$ cat src/mit_pkg.sv
`default_nettype none
// ----------------------------------------------------------------------------
// mit_pkg
// Shared types and constants of the 4x4 matrix inverse transpose core.
// ----------------------------------------------------------------------------
package mit_pkg;

  localparam int ELEM_WIDTH = 32;
  localparam int FRAC_BITS  = 16;
  localparam int WIDE       = 64;

  localparam logic signed [WIDE-1:0] SAT_MAX = {1'b0, {(WIDE-1){1'b1}}};

  typedef struct packed {
    logic [3:0]                   elem_index;
    logic signed [ELEM_WIDTH-1:0] elem_value;
    logic                         compute;
  } in_item_t;

  typedef struct packed {
    logic [3:0]                   out_index;
    logic signed [ELEM_WIDTH-1:0] out_value;
    logic                         singular;
    logic                         out_last;
  } out_item_t;

  typedef struct packed {
    logic                   go;
    logic signed [WIDE-1:0] a;
    logic signed [WIDE-1:0] b;
  } mul_req_t;

  typedef struct packed {
    logic                   done;
    logic signed [WIDE-1:0] value;
  } mul_rsp_t;

  typedef struct packed {
    logic                   go;
    logic signed [WIDE-1:0] num;
    logic signed [WIDE-1:0] den;
  } div_req_t;

  typedef struct packed {
    logic                         done;
    logic signed [ELEM_WIDTH-1:0] value;
  } div_rsp_t;

  function automatic logic [WIDE-1:0] mag(input logic signed [WIDE-1:0] v);
    mag = v[WIDE-1] ? (~v + 1'b1) : v;
  endfunction

endpackage
`default_nettype wire

$ cat src/mit_mul.sv
`default_nettype none
// ----------------------------------------------------------------------------
// mit_mul
// Fixed-point multiply (a*b) >> FRAC_BITS on signed 64-bit operands, built
// from four 32x32 partial products, one per cycle, saturated to +-(2^63-1).
// ----------------------------------------------------------------------------
module mit_mul (
  input  wire                logic clk,
  input  wire                logic rst_n,
  input  mit_pkg::mul_req_t  req,
  output mit_pkg::mul_rsp_t  rsp
);

  localparam int W = mit_pkg::WIDE;
  localparam int H = W / 2;

  logic [W-1:0]   x_r, y_r;
  logic           neg_r;
  logic [2*W-1:0] acc_r;
  logic [1:0]     cnt_r;
  logic           active_r, fin_r, done_r;
  logic signed [W-1:0] res_r;

  logic [H-1:0]   xp, yp;
  logic [W-1:0]   pp;
  logic [2*W-1:0] pp_sh;
  logic [W-1:0]   rlo;
  logic           ovf;

  // partial product select: cnt bit 0 picks the half of x, bit 1 the half of y
  assign xp    = cnt_r[0] ? x_r[W-1:H] : x_r[H-1:0];
  assign yp    = cnt_r[1] ? y_r[W-1:H] : y_r[H-1:0];
  assign pp    = xp * yp;
  assign pp_sh = {{W{1'b0}}, pp} << (H * (32'(cnt_r[0]) + 32'(cnt_r[1])));

  assign rlo = acc_r[mit_pkg::FRAC_BITS +: W];
  assign ovf = ((acc_r >> (mit_pkg::FRAC_BITS + W)) != '0) || rlo[W-1];

  always_ff @(posedge clk) begin
    if (!rst_n) begin
      active_r <= 1'b0;
      fin_r    <= 1'b0;
      done_r   <= 1'b0;
      cnt_r    <= '0;
    end else begin
      fin_r  <= !req.go && active_r && (cnt_r == 2'd3);
      done_r <= fin_r;
      if (req.go) begin
        x_r      <= mit_pkg::mag(req.a);
        y_r      <= mit_pkg::mag(req.b);
        neg_r    <= req.a[W-1] ^ req.b[W-1];
        acc_r    <= '0;
        cnt_r    <= '0;
        active_r <= 1'b1;
      end else if (active_r) begin
        acc_r <= acc_r + pp_sh;
        cnt_r <= cnt_r + 2'd1;
        if (cnt_r == 2'd3) begin
          active_r <= 1'b0;
        end
      end
      if (fin_r) begin
        if (ovf) begin
          res_r <= neg_r ? -mit_pkg::SAT_MAX : mit_pkg::SAT_MAX;
        end else begin
          res_r <= neg_r ? -$signed(rlo) : $signed(rlo);
        end
      end
    end
  end

  assign rsp.done  = done_r;
  assign rsp.value = res_r;

endmodule
`default_nettype wire

$ cat config.mk
export PLATFORM = sky130hd
export DESIGN_NAME = mit_mul
export DESIGN_NICKNAME = d
export VERILOG_FILES = /design/src/mit_pkg.sv /design/src/mit_mul.sv
export SDC_FILE = /design/constraint.sdc
export NUM_CORES = 2
export LEC_CHECK = 0
export BUFFER_PORTS_ARGS = -buffer_cell sky130_fd_sc_hd__buf_2
export CORE_UTILIZATION = 40
export CTS_CLUSTER_DIAMETER = 200
export DETAILED_ROUTE_END_ITERATION = 16
export PLACE_DENSITY = 0.62
export SETUP_SLACK_MARGIN = 0.5
export SLEW_MARGIN = 20
export SYNTH_ARGS = -nofsm -noshare
export SYNTH_HDL_FRONTEND = slang
export SYNTH_SLANG_ARGS = --single-unit
$ cat constraint.sdc
create_clock -name clk -period 25.1 [get_ports clk]
set_clock_uncertainty 0.05 [all_clocks]
set_input_delay 2.51 -clock clk [delete_from_list [all_inputs] [get_ports clk]]
set_output_delay 2.51 -clock clk [all_outputs]
set_load 0.02 [all_outputs]
==> summary.md <==
| Metric | Value |
|---|---|
| Num CTS Buffers | 43 |
| Post-synthesis async set-or-reset flop share | 0 |
| Fraction of final layout cells sized beyond drive strength 1 | 0.0771 |
| Hold_ws | 0.500 ns |
| First-pass GRT wire length | 307,000 µm |
| Post-CTS Setup Inserts | 0 |
| Max-slew headroom | 0.224 |
| Layout net count | 7,980 |
| Row count | 138 |
| Final Hold Viols | 0 |
| PortBufs | 195 |
| YS warnings | 0 |
| GR Util met1 | 0.370 |
| Met3 Use GR | 0.0694 |
| Cts hold-fix bufs | 0 |
| Number of sinks on the clock net | 326 |
| Final wirelength | 205,000 µm |
| Vias/cell | 5.79 |
| Last element of the critical path | acc_r[115] |
| Routability cong. | 0.993 |
| Core area | 142,000 µm² |
| Post-DR wirelength/cell | 24.2 µm |
| Synth cell types | 78 |
| 1st-pass router iterations | 6 |
| Vias in the first global route | 49,200 |
| Worst EP required | 25.39 ns |
| # IOs | 196 |
| Syn_nets | 8,005 |
| DRC | 0 |
| Tot GR Track Use | 0.279 |
| Total die area | 146,000 µm² |
| Worst-Margin Slew | 1.14 ns |
| Critical path startpoint category | flop |
| Post-Syn Instances | 6,583 |
| Initial Utilization | 0.406 |
| CP max FO | 34 |
| Main synth FF type | edfxtp_1 |
| Crit path DAT | 14.65 ns |
| Max incr delay on CP | 0.87 ns |
| Reg clk slew, reported paths | 0.06 ns |
| R2R depth | 40 |
| Final ANT Viol Nets | 0 |
| Slew Viols, Final | 0 |
| Synthesized area per cell | 8.76 µm² |
| Max-capacitance violation count | 0 |
| Hold Path Cell Cnt | 2 |
| RSZ-0062 raised after global routing | no |
| Worst R2R Start | cnt_r[1] |
| Setup Crit Path Kind | reg2reg |
| Fin crit period | 14.37 ns |
| Die height | 382 µm |
| Hold path start | active_r |
| Vias | 49,100 |
| GR Overflow Total | 0 |
| TNS Setup | 0 ns |
| Crit path from | cnt_r[1] |
| Fmax achieved | 69.6 MHz |
| Most used routing layer | met2 |
| Initial antenna violation count | 9 |
| Clock insertion delay at the later pin of the skew report | 0.66 ns |
| Reg-to-Reg End | acc_r[115] |
| Post-synth EDFFs | 321 |
| Status | completed |
| TritonCTS clock tree | built |
| Layout Area Growth over Synthesis | 7.65% |
| Number of DRC markers in iteration 0 | 4,547 |
| Grt met2 use | 0.430 |
| Detailed placement HPWL | 163,000 µm |
| Cell type of the slowest stage on the worst timing path | o21ai_1 |
| Post-synthesis sequential area ratio | 0.169 |
| Hold crit path type | reg2reg |
| Post-Syn Area | 57,700 µm² |
| H-tree Lvls | 2 |
| Final setup vio count | 0 |
| CP endpoint kind | flop |
| Post-CTS Resized | 0 |
| CTS Buffer Depth | 3 |
| CTS root buf | clkbuf_16 |
| Die Wd | 382 µm |
| FF+latch count, synth | 326 |
| Reg2reg setup slack | 10.73 ns |
| Most used cell, CP | fa_1 |
| Pin count of the biggest net entering global routing | 77 |
| Tcrit/Tclk final | 0.572 |
## logic make-up after synthesis
family / Yosys count / synth area share
AO/OA/AOI/OAI: 1018 / 0.112
XOR/XNOR: 313 / 0.0475
adder cells (fa/ha/maj): 1291 / 0.397
buffers and inverters: 1251 / 0.0815
flip-flops: 326 / 0.169
multiplexers: 143 / 0.0263
AND/OR/NAND/NOR: 2241 / 0.168
## area by class of cell
cell class,count,area [µm²]
sequential,326,9750
timing repair buffer,266,1530
clock buffer,49,1100
clock inverter,27,313
fill,14000,80200
tap,1890,2360
antenna,6,15.0
inverter,915,3430
multi-input combinational,5006,43600
## cells in the final DEF (no fill, tap or decap), types with 71 or more instances in the layout
cell / netlist / routed
a21o_1: 80 / 80
nor2_1: 971 / 970
xor2_1: 94 / 94
o21ai_0: 245 / 245
nor3_1: 80 / 80
ha_1: 394 / 393
nand4_1: 88 / 88
xnor2_1: 219 / 218
fa_1: 897 / 897
nand2_1: 760 / 760
inv_1: 914 / 914
a21oi_1: 294 / 294
buf_4: 1 / 71
edfxtp_1: 321 / 321
buf_2: 0 / 194
## worst min-delay path by stage
stage / endpoint / slack [ns]
final: fin_r / 0.50
after global routing: fin_r / 0.52
after CTS: fin_r / 0.49
after detailed placement: fin_r / 0.48
after global placement: fin_r / 0.48
after floorplan: done_r / 0.38
## cells in the mapped netlist, types with 34 or more instances
| master | number | area share |
|---|---|---|
| nor2_1 | 971 | 0.063 |
| mux2_2 | 70 | 0.014 |
| and2_1 | 44 | 0.0048 |
| o41ai_1 | 34 | 0.0052 |
| a21o_1 | 80 | 0.010 |
| fa_1 | 897 | 0.31 |
| nor3_1 | 80 | 0.0069 |
| o311ai_0 | 44 | 0.0067 |
| nand3_1 | 49 | 0.0043 |
| o31ai_1 | 59 | 0.0077 |
| edfxtp_1 | 321 | 0.17 |
| or3_1 | 48 | 0.0052 |
| nand2_1 | 760 | 0.049 |
| ha_1 | 394 | 0.085 |
| xnor2_1 | 219 | 0.033 |
| o21ai_0 | 245 | 0.021 |
| o22ai_1 | 52 | 0.0056 |
| nand2b_1 | 34 | 0.0037 |
| o21bai_1 | 53 | 0.0069 |
| inv_1 | 914 | 0.059 |
| clkbuf_1 | 307 | 0.020 |
| nand4_1 | 88 | 0.0095 |
| xor2_1 | 94 | 0.014 |
| mux2i_1 | 73 | 0.013 |
| a21oi_1 | 294 | 0.026 |
## flip-flops by register name, summed over array words and instances (netlist names)
signal / count
acc_r: 128
res_r: 64
x_r: 64
y_r: 64
cnt_r: 2
active_r: 1
done_r: 1
fin_r: 1
neg_r: 1
## layer usage
layer | up-vias | part of all wire
met1 | 24900 | 0.41
met4 | 8 | 0.049
met5 | - | 0.00026
met2 | 2257 | 0.45
met3 | 491 | 0.096
li1 | 21500 | -
## worst max-delay path, delay by kind of cell, from the launching register on
| kind | cells | cell delay (ns) |
|---|---|---|
| simple gates | 8 | 1.93 |
| compound gates | 12 | 4.03 |
| xor+xnor | 1 | 0.18 |
| flops | 1 | 0.70 |
| mux | 2 | 0.74 |
| fa+ha+maj | 10 | 4.85 |
| buf+inv | 7 | 1.37 |
## per-stage QoR
step / area, µm² / setup slack (ns) / utilization / std cells
5_1_grt: 62100 / 10.16 / 0.436 / 8479
2_1_floorplan: 57700 / 13.63 / - / 6583
4_1_cts: 62000 / 10.88 / 0.436 / 8478
3_5_place_dp: 60600 / 11.04 / 0.426 / 8402
3_3_place_gp: 60600 / 10.69 / 0.426 / 8402
6_report: 62100 / 10.73 / 0.437 / 8485
Power is not shown: default switching activity piles up to over one toggle a cycle in this logic, so the estimate is an artifact.
