$ cat src/mit_pkg.sv
`default_nettype none
// ----------------------------------------------------------------------------
// mit_pkg
// Shared types and constants of the 4x4 matrix inverse transpose core.
// ----------------------------------------------------------------------------
package mit_pkg;

  localparam int ELEM_WIDTH = 32;
  localparam int FRAC_BITS  = 16;
  localparam int WIDE       = 64;

  localparam logic signed [WIDE-1:0] SAT_MAX = {1'b0, {(WIDE-1){1'b1}}};

  typedef struct packed {
    logic [3:0]                   elem_index;
    logic signed [ELEM_WIDTH-1:0] elem_value;
    logic                         compute;
  } in_item_t;

  typedef struct packed {
    logic [3:0]                   out_index;
    logic signed [ELEM_WIDTH-1:0] out_value;
    logic                         singular;
    logic                         out_last;
  } out_item_t;

  typedef struct packed {
    logic                   go;
    logic signed [WIDE-1:0] a;
    logic signed [WIDE-1:0] b;
  } mul_req_t;

  typedef struct packed {
    logic                   done;
    logic signed [WIDE-1:0] value;
  } mul_rsp_t;

  typedef struct packed {
    logic                   go;
    logic signed [WIDE-1:0] num;
    logic signed [WIDE-1:0] den;
  } div_req_t;

  typedef struct packed {
    logic                         done;
    logic signed [ELEM_WIDTH-1:0] value;
  } div_rsp_t;

  function automatic logic [WIDE-1:0] mag(input logic signed [WIDE-1:0] v);
    mag = v[WIDE-1] ? (~v + 1'b1) : v;
  endfunction

endpackage
`default_nettype wire

$ cat src/mit_div.sv
`default_nettype none
// ----------------------------------------------------------------------------
// mit_div
// Restoring divider, one quotient bit per cycle: (|num| << FRAC_BITS) / |den|
// with the sign of num*den, saturated to the signed element width.
// ----------------------------------------------------------------------------
module mit_div (
  input  wire                logic clk,
  input  wire                logic rst_n,
  input  mit_pkg::div_req_t  req,
  output mit_pkg::div_rsp_t  rsp
);

  localparam int W     = mit_pkg::WIDE;
  localparam int EW    = mit_pkg::ELEM_WIDTH;
  localparam int STEPS = W + mit_pkg::FRAC_BITS;
  localparam int CW    = $clog2(STEPS);

  logic [STEPS-1:0] dvd_r;
  logic [W-1:0]     d_r, rem_r;
  logic [EW-1:0]    q_r;
  logic             big_r, neg_r, active_r, fin_r, done_r;
  logic [CW-1:0]    cnt_r;
  logic signed [EW-1:0] res_r;

  logic [W-1:0] rem_sh;
  logic         fits;
  logic         over;

  // remainder stays below |den| < 2^63, so the shift never loses a bit
  assign rem_sh = {rem_r[W-2:0], dvd_r[STEPS-1]};
  assign fits   = rem_sh >= d_r;
  assign over   = big_r | q_r[EW-1];

  always_ff @(posedge clk) begin
    if (!rst_n) begin
      active_r <= 1'b0;
      fin_r    <= 1'b0;
      done_r   <= 1'b0;
      cnt_r    <= '0;
    end else begin
      if (req.go) begin
        dvd_r    <= {mit_pkg::mag(req.num), {mit_pkg::FRAC_BITS{1'b0}}};
        d_r      <= mit_pkg::mag(req.den);
        neg_r    <= req.num[W-1] ^ req.den[W-1];
        rem_r    <= '0;
        q_r      <= '0;
        big_r    <= 1'b0;
        cnt_r    <= '0;
        active_r <= 1'b1;
      end else if (active_r) begin
        dvd_r <= {dvd_r[STEPS-2:0], 1'b0};
        rem_r <= fits ? (rem_sh - d_r) : rem_sh;
        q_r   <= {q_r[EW-2:0], fits};
        big_r <= big_r | q_r[EW-1];
        cnt_r <= cnt_r + 1'b1;
        if (cnt_r == CW'(STEPS - 1)) begin
          active_r <= 1'b0;
        end
      end
      // fin_r and done_r delay done so the saturated result sees the last quotient bit
      fin_r  <= active_r && !req.go && (cnt_r == CW'(STEPS - 1));
      done_r <= fin_r;
    end
  end

  // saturate the finished quotient to the element range
  always_ff @(posedge clk) begin
    if (neg_r) begin
      res_r <= over ? {1'b1, {(EW-1){1'b0}}} : -$signed(q_r);
    end else begin
      res_r <= over ? {1'b0, {(EW-1){1'b1}}} : $signed(q_r);
    end
  end

  assign rsp.done  = done_r;
  assign rsp.value = res_r;

endmodule
`default_nettype wire

$ cat config.mk
export PLATFORM = sky130hd
export DESIGN_NAME = mit_div
export DESIGN_NICKNAME = d
export VERILOG_FILES = /design/src/mit_pkg.sv /design/src/mit_div.sv
export SDC_FILE = /design/constraint.sdc
export NUM_CORES = 1
export LEC_CHECK = 0
export BUFFER_PORTS_ARGS = -buffer_cell sky130_fd_sc_hd__buf_2
export CAP_MARGIN = 40
export CORE_AREA = 2 2 182 184
export DETAILED_ROUTE_END_ITERATION = 6
export DIE_AREA = 0 0 184 186
export PLACE_DENSITY = 0.77
export SETUP_SLACK_MARGIN = 0.4
export SLEW_MARGIN = 20
export SYNTH_ARGS = -nofsm -noshare
export SYNTH_HDL_FRONTEND = slang
export SYNTH_SLANG_ARGS = --single-unit
$ cat constraint.sdc
create_clock -name clk -period 6.24 [get_ports clk]
set_input_delay 1.248 -clock clk [delete_from_list [all_inputs] [get_ports clk]]
set_output_delay 1.248 -clock clk [all_outputs]
set_load 0.02 [all_outputs]
==> summary by stage <==
Timing
Measured against its own limit, the worst slew margin works out to 0.449. Setup repair after global routing left no endpoint under its margin. The final critical delay including setup and external delays is between 4 and 5 ns. The number of pins exceeding their max-slew limit in the final report is 0. The final sum of negative setup slack is 0 ns.

Setup violations remaining at the end of the flow were counted as 0. The final-report hold violation count is 0. The slew of the pin with the lowest slew margin is just over 0.8 ns.

The fraction of the cycle the final worst path needs is 0.680. The achievable frequency is 0.236 GHz. Across the routed clock network, the largest skew measured is about 0.026 ns.

Routing
The detailed-routed wire length on met2 is roughly 20000 um. The iteration-0 DRC count of the detailed router is around 1200. In the detailed route, the total length drawn on met3 is 3200 um. The vias after detailed routing is between 10000 and 15000. The overall routed net length is approximately 44000 um. The top layer reached by signal wires is met5.

The remaining antenna violation count after routing is 0. In the final routing, the length of wire on met1 measures 18900 um. The number of design rule violations left after detail routing is 0. The post-detailed-route via-to-cell ratio is 5.98. After detailed routing, the average wire length per cell comes to between 15 and 20 um. The iteration count of the initial detailed-routing pass is 5.

Logic synthesis
The average instance area after synthesis is between 9 and 10 um^2. Synthesis produced a netlist whose cell count is ~1900. The synthesized netlist occupies a cell area of 17500 um^2.

The flop and latch count out of synthesis is about 270. Ranked by total cell area, the synthesized netlist is headed by sky130_fd_sc_hd__edfxtp_1 (39%), sky130_fd_sc_hd__xnor2_1 (5.3%), sky130_fd_sc_hd__a21oi_1 (5.2%), sky130_fd_sc_hd__ha_1 (4.9%), sky130_fd_sc_hd__dfxtp_1 (4.8%). The count of unique library cells instantiated by Yosys is 74.

The proportion of synthesized flip-flops having asynchronous set or reset is 0. The most area-hungry cell type in the Yosys netlist is sky130_fd_sc_hd__edfxtp_1. The most used flip-flop cell after synthesis is sky130_fd_sc_hd__edfxtp_1. The top-area cell type share of the netlist area is 0.387. Of the synthesized area, sequential elements account for 0.435. The most used standard cell by instance count after synthesis is sky130_fd_sc_hd__edfxtp_1. When the netlist entered floorplanning its net count stood at about 2100. For this run, the number of Yosys warnings is 0. The number of synthesized flops with an enable pin is about 230. The commonest cells after synthesis are sky130_fd_sc_hd__edfxtp_1 (225), sky130_fd_sc_hd__nand2_1 (181), sky130_fd_sc_hd__a21oi_1 (180), sky130_fd_sc_hd__nor2_1 (170), sky130_fd_sc_hd__xnor2_1 (105).

Setup path
The worst setup path is launched from a flip-flop. Along the worst path, the maximum fanout reaches 36. Data on the critical path is required at its endpoint by 6.64 ns. STA classifies the critical path endpoint as a flip-flop.

The type of the worst setup path is reg -> reg. Data arrives at the worst endpoint at approximately 4.6 ns.

Global routing
The total track usage is 0.256. The total overflow reported by the global router is 0. The wire length of the first global-routing pass is 70800 um.

The maximum number of pins on one net before global-route repair is 92. The number of antenna violations at the first check in global routing is 10. The number of global-route vias before repair was ~14000.

Placed design
The cell total after placement is between 2000 and 2500. After legalization and detailed placement, the total HPWL measured roughly 32000 um. The routability-driven placement congestion ratio is 0.943. The number of I/O port buffers is between 150 and 200. The placed standard-cell area is 18500 um^2.

Power and ir drop
The fraction of power consumed by combinational cells is 0.235. The maximum vdd drop is about 0.00021 V. The net switching power is around 0.0015 W. The internal portion of the total power is ~0.0036 W. The leakage power of the design is 7.50 nW.

The share of total power consumed by net switching is 0.302. The sequential power share is 0.424. The clock network fraction of design power is 0.341. The power density over cell area is roughly 260 nW/um^2. After layout, the design draws a total of around 0.0051 W.

Floorplanning
The floorplan has 66 rows. The area of the placeable core is 32200 um^2. about 160 I/O pins were placed.

The floorplan step set the die height to around 190 um. The initial utilization of the core area, before any placement, comes to 0.542. The x dimension of the die is between 150 and 200 um.

The die covers ~34000 um^2.

Clock network
The number of buffers inserted to repair setup after CTS is 0. In this run the number of H-tree levels came out at 1. The cell sitting at the root of the clock tree is a sky130_fd_sc_hd__clkbuf_16. For this design, the CTS-stage hold fixing added 0 buffers.

TritonCTS built the clock tree. Counting the buffers created by CTS gives 30. In this run the deepest clock path goes through 3 buffers. The number of clock sinks is 267. The later pin in the worst-skew pair is clocked with a latency of slightly below 0.6 ns. The number of gates resized after CTS was 0. The clock-pin transition on the worst setup and hold timing paths is approximately 0.06 ns.

Finish
The area of all placed cells without fillers is around 20000 um^2. The area taken by flip-flops and latches is about 7600 um^2. The number of nets in the layout is 2200. The number of standard cells in the final layout excluding fillers is 2436. In the final layout, the share of cells above drive strength 1 is 0.129. The area used by multi-input combinational logic is slightly above 9000 um^2. The area growth from synthesis to layout is 11.9%. The number of fill cells in the layout is 2754.

Min path
The path category of the worst min-delay check is reg -> reg.

Flow run
Max-cap violations in this run came to 0.

Status
The run finished with clean final reports.
[worst paths after layout]
path,startpoint,to,slack (ns),cells past startpoint
max,dvd_r[79],rem_r[28],1.99,14
min,fin_r,done_r,0.44,1
max reg2reg,dvd_r[79],rem_r[28],1.99,14
min reg2reg,fin_r,done_r,0.44,1
[area by class of cell]
cell class	count	area share
Multi-Input combinational cell	1429	0.467
Clock buffer	35	0.0394
Tap cell	408	0.0262
Timing Repair Buffer	177	0.0496
Clock inverter	21	0.00993
Sequential cell	267	0.389
Inverter	95	0.0183
Antenna cell	4	0.000513
[power groups by stage]
stage / Sequential [W] / Combinational (W) / Clock [W]
after floorplan: 0.00223 / 0.000822 / 0
after global placement: 0.00220 / 0.00116 / 0
after detailed placement: 0.00221 / 0.00118 / 0
after CTS: 0.00217 / 0.00119 / 0.00177
after global routing: 0.00219 / 0.00133 / 0.00184
final: 0.00217 / 0.00120 / 0.00175
[worst max-delay path: stages (launching register included)]
cell and delay, ns:
sky130_fd_sc_hd__edfxtp_1 0.35, sky130_fd_sc_hd__inv_1 0.05, sky130_fd_sc_hd__ha_1 0.22, sky130_fd_sc_hd__fa_1 0.42, sky130_fd_sc_hd__nor2b_1 0.18, sky130_fd_sc_hd__o2111ai_1 0.16
sky130_fd_sc_hd__a21oi_1 0.34, sky130_fd_sc_hd__a31oi_1 0.24, sky130_fd_sc_hd__o211ai_1 0.30, sky130_fd_sc_hd__a2111oi_0 0.17, sky130_fd_sc_hd__buf_1 0.16, sky130_fd_sc_hd__nor2_4 0.64
sky130_fd_sc_hd__buf_4 0.48, sky130_fd_sc_hd__nor2_1 0.07, sky130_fd_sc_hd__a211oi_1 0.24
[sequential cells by signal (all words and copies together), names as in the netlist]
| register | cells |
|---|---|
| active_r | 1 |
| big_r | 1 |
| cnt_r | 7 |
| d_r | 64 |
| done_r | 1 |
| dvd_r | 64 |
| fin_r | 1 |
| neg_r | 1 |
| q_r | 32 |
| rem_r | 63 |
| res_r | 32 |
[cells in the final DEF (no fill, tap or decap), types with 12 or more instances in the layout]
cell type / netlist / final
sky130_fd_sc_hd__nand2_1: 181 / 181
sky130_fd_sc_hd__a211oi_1: 15 / 15
sky130_fd_sc_hd__inv_1: 95 / 95
sky130_fd_sc_hd__nand3b_1: 18 / 18
sky130_fd_sc_hd__a31oi_1: 14 / 14
sky130_fd_sc_hd__nor3_1: 35 / 35
sky130_fd_sc_hd__nand2b_1: 16 / 16
sky130_fd_sc_hd__ha_1: 68 / 68
sky130_fd_sc_hd__nand3_1: 37 / 37
sky130_fd_sc_hd__o41ai_1: 22 / 22
sky130_fd_sc_hd__buf_2: 1 / 164
sky130_fd_sc_hd__or4_1: 19 / 19
sky130_fd_sc_hd__o21ai_0: 99 / 99
sky130_fd_sc_hd__nor2_1: 170 / 169
sky130_fd_sc_hd__edfxtp_1: 225 / 225
sky130_fd_sc_hd__mux2_2: 15 / 15
sky130_fd_sc_hd__o31ai_1: 45 / 45
sky130_fd_sc_hd__clkbuf_16: 0 / 30
sky130_fd_sc_hd__a21o_1: 28 / 28
sky130_fd_sc_hd__dfxtp_1: 42 / 42
sky130_fd_sc_hd__o21a_1: 14 / 13
sky130_fd_sc_hd__xnor2_1: 105 / 105
sky130_fd_sc_hd__nand4_1: 36 / 36
sky130_fd_sc_hd__xor2_1: 89 / 89
sky130_fd_sc_hd__nor3b_1: 12 / 12
sky130_fd_sc_hd__or3_1: 39 / 39
sky130_fd_sc_hd__o21bai_1: 21 / 21
sky130_fd_sc_hd__a21oi_1: 180 / 180
sky130_fd_sc_hd__nor2b_1: 39 / 39
[through the flow]
stage               hold WS [ns]   util  setup slack, ns
floorplan                  0.412      -             1.98
global placement           0.437  0.574             1.76
detailed placement         0.434  0.576             1.73
CTS                        0.448  0.606             1.99
global route               0.482  0.606             1.70
finish                     0.445  0.606             1.99
[cell families (layout without fill, tap and decap cells)]
group	count (synthesis)	after routing	synth area share
xor+xnor	194	194	0.0974
compound gates	492	492	0.176
mux	19	19	0.0120
other cells	0	4	0
buf+inv	200	328	0.0433
simple gates	655	655	0.186
flops	267	267	0.435
fa+ha+maj	69	69	0.0499
[metal layers]
| metal | GRT usage | vias up |
|---|---|---|
| li1 | - | 7111 |
| met1 | 0.339 | 6881 |
| met2 | 0.430 | 497 |
| met3 | 0.0462 | 80 |
| met4 | 0.0736 | 8 |
| met5 | 0 | - |
No activity file was read; power rests on OpenSTA's default activity.
